[src/rtl/core/tsm_pkg.sv]
// Shared types, codes and sizes of the two-way sorted merge block.
// Used by every module in rtl/core; depends on nothing else.
package tsm_pkg;

  // Field widths of the item ports (fixed by the interface).
  localparam int CMD_W  = 2;
  localparam int DATA_W = 32;

  // Default storage sizes.
  localparam int LIST_DEPTH    = 32;
  localparam int ELEMENT_WIDTH = 32;

  // Entries of the queue between the front and the back.
  localparam int QUEUE_DEPTH = 2;

  // Command codes on cmd_i.
  localparam logic [CMD_W-1:0] CMD_LOAD_FIRST  = 2'd0;
  localparam logic [CMD_W-1:0] CMD_LOAD_SECOND = 2'd1;
  localparam logic [CMD_W-1:0] CMD_MERGE       = 2'd2;

  // Classified operation handed from the front to the back.
  typedef enum logic [1:0] {
    OP_LOAD_FIRST,
    OP_LOAD_SECOND,
    OP_MERGE
  } op_e;

  typedef struct packed {
    op_e                      op;
    logic signed [DATA_W-1:0] value;
  } queue_entry_t;

  // Handshake between the queue and the back.
  typedef struct packed {
    logic         valid;
    queue_entry_t entry;
  } queue_head_t;

  // Address width of a store of the given depth (at least one bit).
  function automatic int idx_width(input int depth);
    idx_width = (depth > 1) ? $clog2(depth) : 1;
  endfunction

endpackage

[src/rtl/core/tsm_ram.sv]
// Generic single-write, single-read RAM with registered read data.
// Depends on tsm_pkg for the address width helper.
module tsm_ram
  import tsm_pkg::*;
#(
  parameter int Width = ELEMENT_WIDTH,
  parameter int Depth = LIST_DEPTH
) (
  input  logic                        clk_i,
  input  logic                        we_i,
  input  logic [idx_width(Depth)-1:0] waddr_i,
  input  logic [Width-1:0]            wdata_i,
  input  logic [idx_width(Depth)-1:0] raddr_i,
  output logic [Width-1:0]            rdata_o
);

  logic [Width-1:0] mem_q [Depth];
  logic [Width-1:0] rdata_q;

  // Write port
  always_ff @(posedge clk_i) begin
    if (we_i) begin
      mem_q[waddr_i] <= wdata_i;
    end
  end

  // Registered read port
  always_ff @(posedge clk_i) begin
    rdata_q <= mem_q[raddr_i];
  end

  assign rdata_o = rdata_q;

endmodule

[src/rtl/core/tsm_front.sv]
// Front end: takes input items, classifies the command and pushes an
// operation into the queue. Depends on tsm_pkg.
module tsm_front
  import tsm_pkg::*;
(
  input  logic              in_valid_i,
  output logic              in_stall_o,
  input  logic [CMD_W-1:0]  cmd_i,
  input  logic [DATA_W-1:0] value_i,
  input  logic              q_full_i,
  output logic              q_push_o,
  output queue_entry_t      q_entry_o
);

  logic accept;
  logic known;

  // Stall while the queue has no room
  assign in_stall_o = q_full_i;
  assign accept     = in_valid_i && !q_full_i;

  // Decode the command; the unused code is taken and dropped
  always_comb begin
    known           = 1'b1;
    q_entry_o.op    = OP_MERGE;
    q_entry_o.value = signed'(value_i);
    unique case (cmd_i)
      CMD_LOAD_FIRST:  q_entry_o.op = OP_LOAD_FIRST;
      CMD_LOAD_SECOND: q_entry_o.op = OP_LOAD_SECOND;
      CMD_MERGE:       q_entry_o.op = OP_MERGE;
      default:         known        = 1'b0;
    endcase
  end

  assign q_push_o = accept && known;

endmodule

[src/rtl/core/tsm_queue.sv]
// Short queue of classified operations between the front and the back.
// Depends on tsm_pkg.
module tsm_queue
  import tsm_pkg::*;
(
  input  logic         clk_i,
  input  logic         rst_ni,
  input  logic         push_i,
  input  queue_entry_t entry_i,
  output logic         full_o,
  input  logic         pop_i,
  output queue_head_t  head_o
);

  localparam int PtrW = idx_width(QUEUE_DEPTH);
  localparam int CntW = $clog2(QUEUE_DEPTH + 1);

  queue_entry_t    slot_q [QUEUE_DEPTH];
  logic [PtrW-1:0] wr_ptr_q, wr_ptr_d;
  logic [PtrW-1:0] rd_ptr_q, rd_ptr_d;
  logic [CntW-1:0] count_q, count_d;
  logic            do_pop;

  assign full_o       = (count_q == CntW'(QUEUE_DEPTH));
  assign head_o.valid = (count_q != '0);
  assign head_o.entry = slot_q[rd_ptr_q];
  assign do_pop       = pop_i && head_o.valid;

  // Advance pointers and occupancy
  always_comb begin
    wr_ptr_d = wr_ptr_q;
    rd_ptr_d = rd_ptr_q;
    count_d  = count_q;
    if (push_i) begin
      wr_ptr_d = (wr_ptr_q == PtrW'(QUEUE_DEPTH - 1)) ? '0 : wr_ptr_q + PtrW'(1);
    end
    if (do_pop) begin
      rd_ptr_d = (rd_ptr_q == PtrW'(QUEUE_DEPTH - 1)) ? '0 : rd_ptr_q + PtrW'(1);
    end
    if (push_i && !do_pop) begin
      count_d = count_q + CntW'(1);
    end else if (do_pop && !push_i) begin
      count_d = count_q - CntW'(1);
    end
  end

  always_ff @(posedge clk_i or negedge rst_ni) begin
    if (!rst_ni) begin
      wr_ptr_q <= '0;
      rd_ptr_q <= '0;
      count_q  <= '0;
    end else begin
      wr_ptr_q <= wr_ptr_d;
      rd_ptr_q <= rd_ptr_d;
      count_q  <= count_d;
    end
  end

  // Store pushed entries
  always_ff @(posedge clk_i) begin
    if (push_i) begin
      slot_q[wr_ptr_q] <= entry_i;
    end
  end

`ifndef ASSERT_OFF
  a_no_push_full: assert property (@(posedge clk_i) disable iff (!rst_ni)
    full_o |-> !push_i || do_pop)
    else $error("queue push while full");
  a_count_range: assert property (@(posedge clk_i) disable iff (!rst_ni)
    count_q <= CntW'(QUEUE_DEPTH))
    else $error("queue occupancy out of range");
  a_ptr_track: assert property (@(posedge clk_i) disable iff (!rst_ni)
    (count_q == '0) |-> (wr_ptr_q == rd_ptr_q))
    else $error("queue pointers differ while empty");
`endif

endmodule

[src/rtl/core/tsm_back.sv]
// Back end: executes loads into the two list memories and walks both
// lists on a merge, emitting one result per value. Depends on tsm_pkg
// and tsm_ram.
module tsm_back
  import tsm_pkg::*;
#(
  parameter int ListDepth = LIST_DEPTH,
  parameter int ElemW     = ELEMENT_WIDTH
) (
  input  logic              clk_i,
  input  logic              rst_ni,
  input  queue_head_t       head_i,
  output logic              pop_o,
  output logic              out_valid_o,
  input  logic              out_stall_i,
  output logic [DATA_W-1:0] merged_value_o,
  output logic              last_o,
  output logic              overflow_o
);

  localparam int IdxW = idx_width(ListDepth);
  localparam int CntW = $clog2(ListDepth + 1);

  localparam logic [0:0] ST_IDLE  = 1'b0;
  localparam logic [0:0] ST_MERGE = 1'b1;

  logic [0:0]        state_q, state_d;
  logic [CntW-1:0]   first_cnt_q, first_cnt_d;
  logic [CntW-1:0]   second_cnt_q, second_cnt_d;
  logic [CntW-1:0]   i_q, i_d;
  logic [CntW-1:0]   j_q, j_d;
  logic              drop_q, drop_d;

  logic              out_valid_q, out_valid_d;
  logic [DATA_W-1:0] out_value_q, out_value_d;
  logic              out_last_q, out_last_d;
  logic              out_ovf_q, out_ovf_d;

  logic              we_first, we_second;
  logic [ElemW-1:0]  rdata_first, rdata_second;
  logic signed [63:0] in_wide;
  logic [ElemW-1:0]  elem_in;
  logic [ElemW-1:0]  pick;
  logic signed [63:0] pick_wide;
  logic              have_first, have_second, take_first, emit;

  // Sign-extend the 32-bit load value, then cut to the element width
  assign in_wide = 64'(head_i.entry.value);
  assign elem_in = in_wide[ElemW-1:0];

  // Widen the chosen element back to the result width
  assign pick_wide = 64'($signed(pick));

  assign pop_o = head_i.valid && (state_q == ST_IDLE);

  // Merge selection; equal values take the first list
  assign have_first  = (i_q < first_cnt_q);
  assign have_second = (j_q < second_cnt_q);
  assign take_first  = have_first &&
                       (!have_second || ($signed(rdata_first) <= $signed(rdata_second)));
  assign pick        = take_first ? rdata_first : rdata_second;
  assign emit        = (state_q == ST_MERGE) && (!out_valid_q || !out_stall_i);

  always_comb begin
    state_d      = state_q;
    first_cnt_d  = first_cnt_q;
    second_cnt_d = second_cnt_q;
    i_d          = i_q;
    j_d          = j_q;
    drop_d       = drop_q;
    we_first     = 1'b0;
    we_second    = 1'b0;
    out_valid_d  = out_valid_q && out_stall_i;
    out_value_d  = out_value_q;
    out_last_d   = out_last_q;
    out_ovf_d    = out_ovf_q;

    unique case (state_q)
      ST_IDLE: begin
        if (pop_o) begin
          case (head_i.entry.op)
            OP_LOAD_FIRST: begin
              if (first_cnt_q == CntW'(ListDepth)) begin
                drop_d = 1'b1;
              end else begin
                we_first    = 1'b1;
                first_cnt_d = first_cnt_q + CntW'(1);
              end
            end
            OP_LOAD_SECOND: begin
              if (second_cnt_q == CntW'(ListDepth)) begin
                drop_d = 1'b1;
              end else begin
                we_second    = 1'b1;
                second_cnt_d = second_cnt_q + CntW'(1);
              end
            end
            default: begin
              // Merge: an empty pair only clears the overflow flag
              if (first_cnt_q == '0 && second_cnt_q == '0) begin
                drop_d = 1'b0;
              end else begin
                state_d = ST_MERGE;
              end
            end
          endcase
        end
      end
      default: begin
        if (emit) begin
          if (take_first) begin
            i_d = i_q + CntW'(1);
          end else begin
            j_d = j_q + CntW'(1);
          end
          out_valid_d = 1'b1;
          out_value_d = pick_wide[DATA_W-1:0];
          out_ovf_d   = drop_q;
          out_last_d  = (i_d == first_cnt_q) && (j_d == second_cnt_q);
          // Drop both lists after the final value
          if (out_last_d) begin
            state_d      = ST_IDLE;
            i_d          = '0;
            j_d          = '0;
            first_cnt_d  = '0;
            second_cnt_d = '0;
            drop_d       = 1'b0;
          end
        end
      end
    endcase
  end

  always_ff @(posedge clk_i or negedge rst_ni) begin
    if (!rst_ni) begin
      state_q      <= ST_IDLE;
      first_cnt_q  <= '0;
      second_cnt_q <= '0;
      i_q          <= '0;
      j_q          <= '0;
      drop_q       <= 1'b0;
      out_valid_q  <= 1'b0;
    end else begin
      state_q      <= state_d;
      first_cnt_q  <= first_cnt_d;
      second_cnt_q <= second_cnt_d;
      i_q          <= i_d;
      j_q          <= j_d;
      drop_q       <= drop_d;
      out_valid_q  <= out_valid_d;
    end
  end

  // Result payload holds while stalled
  always_ff @(posedge clk_i) begin
    out_value_q <= out_value_d;
    out_last_q  <= out_last_d;
    out_ovf_q   <= out_ovf_d;
  end

  // List memories; the read address follows the next head index so the
  // head data is ready in the cycle the index takes effect
  tsm_ram #(
    .Width (ElemW),
    .Depth (ListDepth)
  ) u_first_ram (
    .clk_i   (clk_i),
    .we_i    (we_first),
    .waddr_i (first_cnt_q[IdxW-1:0]),
    .wdata_i (elem_in),
    .raddr_i (i_d[IdxW-1:0]),
    .rdata_o (rdata_first)
  );

  tsm_ram #(
    .Width (ElemW),
    .Depth (ListDepth)
  ) u_second_ram (
    .clk_i   (clk_i),
    .we_i    (we_second),
    .waddr_i (second_cnt_q[IdxW-1:0]),
    .wdata_i (elem_in),
    .raddr_i (j_d[IdxW-1:0]),
    .rdata_o (rdata_second)
  );

  assign out_valid_o    = out_valid_q;
  assign merged_value_o = out_value_q;
  assign last_o         = out_last_q;
  assign overflow_o     = out_ovf_q;

`ifndef ASSERT_OFF
  a_idle_heads_zero: assert property (@(posedge clk_i) disable iff (!rst_ni)
    (state_q == ST_IDLE) |-> (i_q == '0) && (j_q == '0))
    else $error("head indexes not cleared while idle");
  a_heads_in_range: assert property (@(posedge clk_i) disable iff (!rst_ni)
    (i_q <= first_cnt_q) && (j_q <= second_cnt_q))
    else $error("head index beyond list fill");
  a_counts_in_range: assert property (@(posedge clk_i) disable iff (!rst_ni)
    (first_cnt_q <= CntW'(ListDepth)) && (second_cnt_q <= CntW'(ListDepth)))
    else $error("list fill beyond depth");
  a_last_empties: assert property (@(posedge clk_i) disable iff (!rst_ni)
    (emit && out_last_d) |=> (state_q == ST_IDLE) && (first_cnt_q == '0) &&
                             (second_cnt_q == '0) && !drop_q)
    else $error("lists not emptied after final result");
  a_no_pop_merging: assert property (@(posedge clk_i) disable iff (!rst_ni)
    (state_q == ST_MERGE) |-> !pop_o)
    else $error("queue popped during a merge");
`endif

endmodule

[src/rtl/core/two_way_sorted_merge.sv]
// Two-way sorted merge: the front end accepts one command per cycle into a two-entry queue
// and stalls only while that queue is full. A load is written at the edge it leaves the
// queue. A merge holds the back end to its last result and emits one result per cycle while
// out_stall_i is low; from an idle back end its first result passes the queue slot, the
// merge state and the output register. Reset clears the list fills, overflow flag, queue
// and output valid; list memories keep their contents, since reads are gated by the fills.
module two_way_sorted_merge
  import tsm_pkg::*;
#(
  parameter int ListDepth = LIST_DEPTH,
  parameter int ElemW     = ELEMENT_WIDTH
) (
  input  logic              clk_i,
  input  logic              rst_ni,
  input  logic              in_valid_i,
  output logic              in_stall_o,
  input  logic [CMD_W-1:0]  cmd_i,
  input  logic [DATA_W-1:0] value_i,
  output logic              out_valid_o,
  input  logic              out_stall_i,
  output logic [DATA_W-1:0] merged_value_o,
  output logic              last_o,
  output logic              overflow_o
);

  logic         q_full;
  logic         q_push;
  logic         q_pop;
  queue_entry_t q_entry;
  queue_head_t  q_head;

  // Accept and classify items
  tsm_front u_front (
    .in_valid_i (in_valid_i),
    .in_stall_o (in_stall_o),
    .cmd_i      (cmd_i),
    .value_i    (value_i),
    .q_full_i   (q_full),
    .q_push_o   (q_push),
    .q_entry_o  (q_entry)
  );

  // Decouple front and back
  tsm_queue u_queue (
    .clk_i   (clk_i),
    .rst_ni  (rst_ni),
    .push_i  (q_push),
    .entry_i (q_entry),
    .full_o  (q_full),
    .pop_i   (q_pop),
    .head_o  (q_head)
  );

  // Store lists and run merges
  tsm_back #(
    .ListDepth (ListDepth),
    .ElemW     (ElemW)
  ) u_back (
    .clk_i          (clk_i),
    .rst_ni         (rst_ni),
    .head_i         (q_head),
    .pop_o          (q_pop),
    .out_valid_o    (out_valid_o),
    .out_stall_i    (out_stall_i),
    .merged_value_o (merged_value_o),
    .last_o         (last_o),
    .overflow_o     (overflow_o)
  );

endmodule
[config.mk]
export PLATFORM = sky130hd
export DESIGN_NAME = two_way_sorted_merge
export DESIGN_NICKNAME = d
export VERILOG_FILES = /design/src/rtl/core/tsm_pkg.sv /design/src/rtl/core/tsm_ram.sv /design/src/rtl/core/tsm_front.sv /design/src/rtl/core/tsm_queue.sv /design/src/rtl/core/tsm_back.sv /design/src/rtl/core/two_way_sorted_merge.sv
export SDC_FILE = /design/constraint.sdc
export NUM_CORES = 2
export LEC_CHECK = 0
export BUFFER_PORTS_ARGS = -buffer_cell sky130_fd_sc_hd__clkbuf_2
export CAP_MARGIN = 10
export CORE_MARGIN = 1
export CORE_UTILIZATION = 40
export DETAILED_ROUTE_END_ITERATION = 10
export HOLD_SLACK_MARGIN = 0.05
export PLACE_DENSITY_LB_ADDON = 0.12
export SYNTH_ARGS = -nofsm -noshare
export SYNTH_HDL_FRONTEND = slang
export SYNTH_SLANG_ARGS = --single-unit
[constraint.sdc]
create_clock -name clk_i -period 5.9 [get_ports clk_i]
set_input_delay 0.59 -clock clk_i [delete_from_list [all_inputs] [get_ports clk_i]]
set_output_delay 0.59 -clock clk_i [all_outputs]
set_load 0.01 [all_outputs]
### After elaboration in Yosys (flattened, before gate mapping)

Memory sizes are Yosys's and may differ from the RTL's. A register that Yosys moved wholly into a read port is not among the register bits.
Index checks and enable logic that the tools add are counted.

* register bits: 65
* bits in writable memories: 2116
* input bits: 38
* output and inout bits: 36
* logic and storage cells: 138
* memories: 3

Memory list
* u_back.u_first_ram.mem_q: depth 32, bits a word 32, read ports 1, clocked after Yosys merged registers in 1, write ports 1, RTL line tsm_ram.sv:17 `logic [Width-1:0] mem_q [Depth];`
* u_back.u_second_ram.mem_q: depth 32, bits a word 32, read ports 1, clocked after Yosys merged registers in 1, write ports 1, RTL line tsm_ram.sv:17
* u_queue.slot_q: depth 2, bits a word 34, read ports 1, clocked after Yosys merged registers in 0, write ports 1, RTL line tsm_queue.sv:18 `queue_entry_t slot_q [QUEUE_DEPTH];`

* add/subtract/negate cells: 8
* $lt $le $gt $ge: 3
* equal/unequal tests: 14
* muxes and demuxes: 59
* bitwise logic cells: 1
* reductions and logical operators: 35

Operators with widths (number)
* 2-to-1 mux 6 bit: 18
* <= comparator 32 bit: 1
* 2-to-1 mux 1 bit: 32
* 2-to-1 mux 32 bit: 1
* adder 6 x 1 -> 6 bit (second input constant): 4
* 2-to-1 mux 5 bit: 4
* == test 6 bit: 2
* == test 6 bit (second input constant): 2
* zero test 6 bit: 2
* less-than comparator 6 bit: 2
* logical AND 1 bit: 11
* AND reduction 5 bit: 2
* nonzero test 2 bit: 5
* zero test 1 bit: 6
* inequality test 3 x 1 -> 1 bit (second input constant): 2
* AND reduction 6 bit: 1
* == test 2 x 1 -> 1 bit (second input constant): 2
* == test 2 bit (second input constant): 2
* zero test 2 bit: 2
* 2-to-1 mux 2 bit: 2
* inequality test 2 x 1 -> 1 bit (second input constant): 2
* inequality test 2 bit (second input constant): 2
* case mux 2 bit (2 select lines): 1
* nonzero test 4 bit: 1
* other kinds (9): 11

### Logic depth before layout (Yosys ltp)

* word-level depth: 12
* gate-level depth with buffers: 24
* gate-level depth less buffers: 18

### By module

A second synthesis with hierarchy kept.

* cell total of the unflattened synthesis: 5150
* area, all modules: 88252.1 um^2

By module, submodules not included
* tsm_ram: times used 2, cells an instance 2260, area each 40485.1 um^2, seq. area each 31390.1 um^2
* tsm_back: times used 1, cells an instance 471, area each 4214.0 um^2, seq. area each 1696.6 um^2
* tsm_queue: times used 1, cells an instance 122, area each 2793.9 um^2, seq. area each 2142.1 um^2
* tsm_front: times used 1, cells an instance 37, area each 274.0 um^2, seq. area each 0.0 um^2

### Worst setup path after synthesis

No wires, ideal clock.

* path type: reg-to-reg
* from: register u_back.second_cnt_q[2]
* to: register u_back.u_second_ram.rdata_q[10] (netlist: u_back.u_second_ram.rdata_o[10]), read port of u_back.u_second_ram.mem_q
* setup time: 92 ps
* arrival: 4611 ps
* required time: 5808 ps
* slack: 1197 ps
* cell stages (with the launch flop): 23
* buffers on the path: 6
* period minus slack after synthesis: 4703 ps
* path through: dfrtp_1 -> clkbuf_1 -> clkinv_1 -> ha_1 -> a21o_1 -> a31oi_1 -> o21ai_1 -> a2111oi_4 -> o22a_1 -> buf_4 -> buf_6 -> mux2i_1 -> o211ai_2 -> nand4_4 -> nand2_1 -> o22a_1 -> buf_4 -> inv_4 -> buf_2 -> clkbuf_1 -> mux2i_1 -> o221ai_1 -> nor4_1

* longest elaborated chain between the ends: 12
* elaborated cells on any way between the ends: 16
* classes of those cells: 1 x order compare; 2 x eq/ne; 9 x mux; 4 x reduce/logical

Ends and longest elaborated chain
* start, declared: RTL line tsm_back.sv:29 `logic [CntW-1:0] second_cnt_q, second_cnt_d;`
* start signal, assigned: RTL line tsm_back.sv:146 `second_cnt_q <= second_cnt_d;`
* less-than comparator 6 bit: RTL line tsm_back.sv:58 `assign have_second = (j_q < second_cnt_q);`
* zero test 1 bit: RTL line tsm_back.sv:60 `(!have_second || ($signed(rdata_first) <= $signed(rdata_second)));`
* logical OR 1 bit: RTL line tsm_back.sv:60
* logical AND 1 bit: RTL line tsm_back.sv:59 `assign take_first = have_first &&`
* 2-to-1 mux 6 bit: RTL line tsm_back.sv:111 `if (take_first) begin`
* 2-to-1 mux 6 bit: RTL line tsm_back.sv:110 `if (emit) begin`
* 2-to-1 mux 6 bit: RTL line tsm_back.sv:78 `unique case (state_q)`
* == test 6 bit: RTL line tsm_back.sv:119 `out_last_d = (i_d == first_cnt_q) && (j_d == second_cnt_q);`
* logical AND 1 bit: RTL line tsm_back.sv:119
* 2-to-1 mux 6 bit *: RTL line tsm_back.sv:121 `if (out_last_d) begin`
* 2-to-1 mux 5 bit *: RTL line tsm_back.sv:110
* 2-to-1 mux 5 bit *: RTL line tsm_back.sv:78
* end, declared: RTL line tsm_ram.sv:18 `logic [Width-1:0] rdata_q;`

Every way passes the cells marked *; elsewhere a longest branch is shown, timed or not. The select of a mux whose other input is x is not followed.
A chain may end at the register's enable or synchronous reset.

### Worst setup path in the final report

* from: register u_back.u_second_ram.rdata_q[9] (netlist: u_back.u_second_ram.rdata_o[9]), read port of u_back.u_second_ram.mem_q
* to: register u_back.u_second_ram.rdata_q[20] (netlist: u_back.u_second_ram.rdata_o[20]), read port of u_back.u_second_ram.mem_q

* longest elaborated chain between the ends: 11
* elaborated cells on any way between the ends: 15
* classes of those cells: 1 x order compare; 2 x eq/ne; 9 x mux; 3 x reduce/logical

Ends and longest elaborated chain (RTL line)
* <= comparator 32 bit *: tsm_back.sv:60
* logical OR 1 bit *: tsm_back.sv:60
* logical AND 1 bit *: tsm_back.sv:59
* 2-to-1 mux 6 bit: tsm_back.sv:111
* 2-to-1 mux 6 bit: tsm_back.sv:110
* 2-to-1 mux 6 bit: tsm_back.sv:78
* == test 6 bit: tsm_back.sv:119
* logical AND 1 bit: tsm_back.sv:119
* 2-to-1 mux 6 bit *: tsm_back.sv:121
* 2-to-1 mux 5 bit *: tsm_back.sv:110
* 2-to-1 mux 5 bit *: tsm_back.sv:78

Marks and branches as above.

==> metrics <==
Max Freq 172 MHz; GP Congestion 0.866; global-route wire length before repair 555000 µm; final setup violation count 0; Die Wd 513 µm; Max Slew Vio Count 0; fin nets between 8000 and 9000; clk_lat worst skew 940 ps; Worst Path Required 6730 ps; overflow left after global routing 0; initial antenna violation count 34; Initial Utilization 40.3%; Setup TNS 0 ps; Rel. slew slack 16.2%; status finished, final reports clean; Worst Path Class, Setup register to register; CTS clk-pin slew, worst paths 60 ps; CP Capture Type register; Total GRT Usage 28.7%; synth unique cells 81; H-tree depth 5; Die Span Y between 500 and 600 µm; CTS Buf Count 275; ys async rst share 1.38%; final worst-path setup slack 102 ps; total die area around 260000 µm²; largest net degree at the start of global routing 186; Syn Area/Cell 13.0 µm²; Area Growth Syn to Fin 17.2%; Longest Clk Path Bufs 4; layout cell share with drive strength beyond 1 16.7%; skew final 49.3 ps; HPWL Detailed ~240000 µm; sequential share of the synthesized area 63.7%; reg-to-reg critical path endpoint u_back.u_second_ram.rdata_o[20]; Worst-Margin Slew 1250 ps; r2r setup slk between 100 and 150 ps; Critical Path Start Type register; fin cells ~12000; Max-Cap Viols 0; Hold Violations, Final 0; final instance area 123000 µm²; Mapped Nets 8155; Buffers on Ports 73; DRC Markers 0; Post-synth EDFFs between 2000 and 2500; vias per std cell 6.68; Ports between 70 and 80; worst min path class primary input to async pin; CTS Root Cell clkbuf_16; Tcrit/Tclk final 98.3%; Peak VDD IR 0.734 mV; post-layout util between 40% and 50%; Post-Syn Area 105000 µm²; violation count after the first detailed-route iteration approximately 10000; Total Wirelength just under 400000 µm; Routed wire per std cell 32.6 µm; Post-DP Area around 110000 µm²; Power per Cell Area between 600 and 700 nW/µm²; dpl cells 11500; Core Rows roughly 190; vias in the first global route around 77000; Lkg Pwr 39.5 nW; Post-Synthesis Cells between 8000 and 9000; Seq cells post-synth between 2000 and 2500; Core ar. 260000 µm²; DP Worst Slack -543 ps; Arr. time, crit path approximately 6600 ps; Yosys warnings 0; Clock Sink Count 2245; final hold slack 345 ps; drt first pass iters 7; RSZ-0062 raised after global routing false; Via Count 80000; reg2reg start u_back.u_second_ram.rdata_o[9]; antenna-violating nets left 0; CTS tree yes; Worst R2R Path Depth 22; Main synth FF type edfxtp_1; Min Clock Period, post-route 5800 ps; Pwr Total approximately 79 mW; crit-path max FO 30
## how the worst max path moves through the flow
stage | start | end | slack [ps] | depth (start not counted)
final | u_back.u_second_ram.rdata_o[9] | u_back.u_second_ram.rdata_o[20] | 100 | 22
after detailed placement | u_back.u_second_ram.rdata_o[31] | u_back.u_second_ram.rdata_o[27] | -540 | 20
after floorplan | u_back.second_cnt_q[2] | u_back.u_second_ram.rdata_o[10] | 1200 | 22
after global placement | u_back.u_second_ram.rdata_o[31] | u_back.u_first_ram.rdata_o[21] | -560 | 19
after global routing | u_back.u_second_ram.rdata_o[15] | u_back.u_second_ram.rdata_o[17] | 6 | 22
after CTS | u_back.u_second_ram.rdata_o[5] | u_back.u_first_ram.rdata_o[4] | 9 | 23
## final cells by class
class	count	area [µm²]
Antenna cell	10	25.0
Clock buffer	358	7480
Clock inverter	110	718
Fill cell	22700	137000
Inverter	95	387
Multi-Input combinational cell	4901	35500
Sequential cell	2245	66600
Tap cell	3496	4370
Timing Repair Buffer	766	7470
## state kept, by name, indices dropped and copies added (netlist names), 2 cells and up
name,flops
u_back.merged_value_o,32
u_back.first_cnt_q,6
u_queue.slot_q,68
u_back.i_q,6
u_back.second_cnt_q,6
u_back.j_q,6
u_back.u_second_ram.rdata_o,32
u_back.u_first_ram.rdata_o,32
u_queue.count_q,2
u_back.u_first_ram.mem_q,1024
u_back.u_second_ram.mem_q,1024
## synthesized netlist by cell type (all sizes together), types with 72 or more instances
| library cell | number | area, µm² |
|---|---|---|
| a211o | 96 | 841 |
| a211oi | 128 | 961 |
| a21oi | 312 | 1570 |
| a221oi | 164 | 1440 |
| a22oi | 291 | 2190 |
| a31oi | 102 | 638 |
| buf | 158 | 790 |
| clkbuf | 665 | 2500 |
| edfxtp | 2150 | 64600 |
| inv | 92 | 348 |
| mux2i | 258 | 2580 |
| nand2 | 146 | 548 |
| nand3 | 200 | 1000 |
| nor2 | 524 | 1970 |
| nor3 | 82 | 432 |
| nor4 | 72 | 475 |
| o21ai | 455 | 2280 |
| o221ai | 628 | 5500 |
| o22ai | 398 | 2490 |
## where the power goes
group	total (mW)	switching (mW)	internal, mW	leakage [nW]
logic	44.4	28.3	16.1	15.2
registers	19.0	0.470	18.6	20.2
clock network	15.8	6.61	9.19	4.03
total	79.2	35.4	43.9	39.5
## per-layer routing
metal	vias to the layer above	routed length, µm	track usage (%)	part of all wire [%]
met4	2	23700	15.6	6.1
met5	-	10	0	0.0026
met3	856	28300	4.05	7.2
li1	34100	-	-	-
met2	4033	184000	46.7	47
met1	41000	154000	37.1	39
## worst max-delay path, cell delays in order (launching register included)
cell       delay (ps)
dfxtp_2           450
inv_1             130
ha_1              320
nand4_1           150
nor4_1            320
buf_4             200
and4_2            300
a2111oi_4          70
buf_4             170
o22ai_4           250
o21ai_0           180
and4b_1           290
nand4_4           150
buf_4             360
nand2_4            80
o22a_4            320
inv_16            180
buf_12            220
buf_4             220
o221ai_1          130
nand3_1           120
nand4_1           580
nor4_1            410
## placed cells by master, fill, tap and decap left out, types with 33 or more instances in the layout
| cell type | Yosys | routed |
|---|---|---|
| buf_12 | 0 | 144 |
| inv_1 | 89 | 86 |
| a2111oi_0 | 33 | 33 |
| or4_1 | 67 | 67 |
| o22ai_1 | 398 | 395 |
| o2111ai_1 | 65 | 65 |
| nand4_1 | 41 | 41 |
| o21ai_0 | 447 | 447 |
| clkbuf_16 | 0 | 281 |
| o31ai_1 | 36 | 36 |
| mux2i_1 | 258 | 258 |
| ha_1 | 53 | 53 |
| a221oi_1 | 164 | 163 |
| a21oi_1 | 309 | 308 |
| or3_1 | 69 | 69 |
| a21o_1 | 35 | 35 |
| clkinv_2 | 0 | 40 |
| clkbuf_1 | 665 | 61 |
| o211ai_1 | 41 | 41 |
| nor3_1 | 79 | 62 |
| edfxtp_1 | 2150 | 2150 |
| a22oi_1 | 290 | 289 |
| nor2_4 | 0 | 71 |
| a211o_1 | 96 | 96 |
| a31oi_1 | 102 | 101 |
| clkinv_1 | 3 | 54 |
| o221ai_1 | 628 | 628 |
| buf_4 | 11 | 510 |
| mux2_2 | 67 | 39 |
| a21boi_0 | 33 | 33 |
| dfxtp_1 | 64 | 58 |
| a22o_1 | 66 | 66 |
| o21a_1 | 65 | 65 |
| nor4_1 | 68 | 63 |
| clkbuf_2 | 0 | 73 |
| a211oi_1 | 128 | 125 |
| nand2_1 | 146 | 139 |
| nor2_1 | 521 | 452 |
| nand3_1 | 200 | 194 |
| dlygate4sd3_1 | 0 | 37 |
## cells by family after synthesis
kind of cell    after synthesis  synth area share, %
xor+xnor                     26                0.218
simple gates               1276                 5.94
mux                         357                 3.88
fa+ha+maj                    53                0.634
compound gates             3189                 22.2
flops                      2245                 63.7
buf+inv                     918                 3.48
## what timing repair did
item                                    in CTS  in global routing
pin swaps                                    2                  6
resized for setup                           21                 26
buffers inserted                             1                  2
endpoints found under the setup margin      19                 25
hold endpoints to repair                   101                  0
hold buffers                                37                  0
Note: power is estimated with default switching activity, not from simulation.
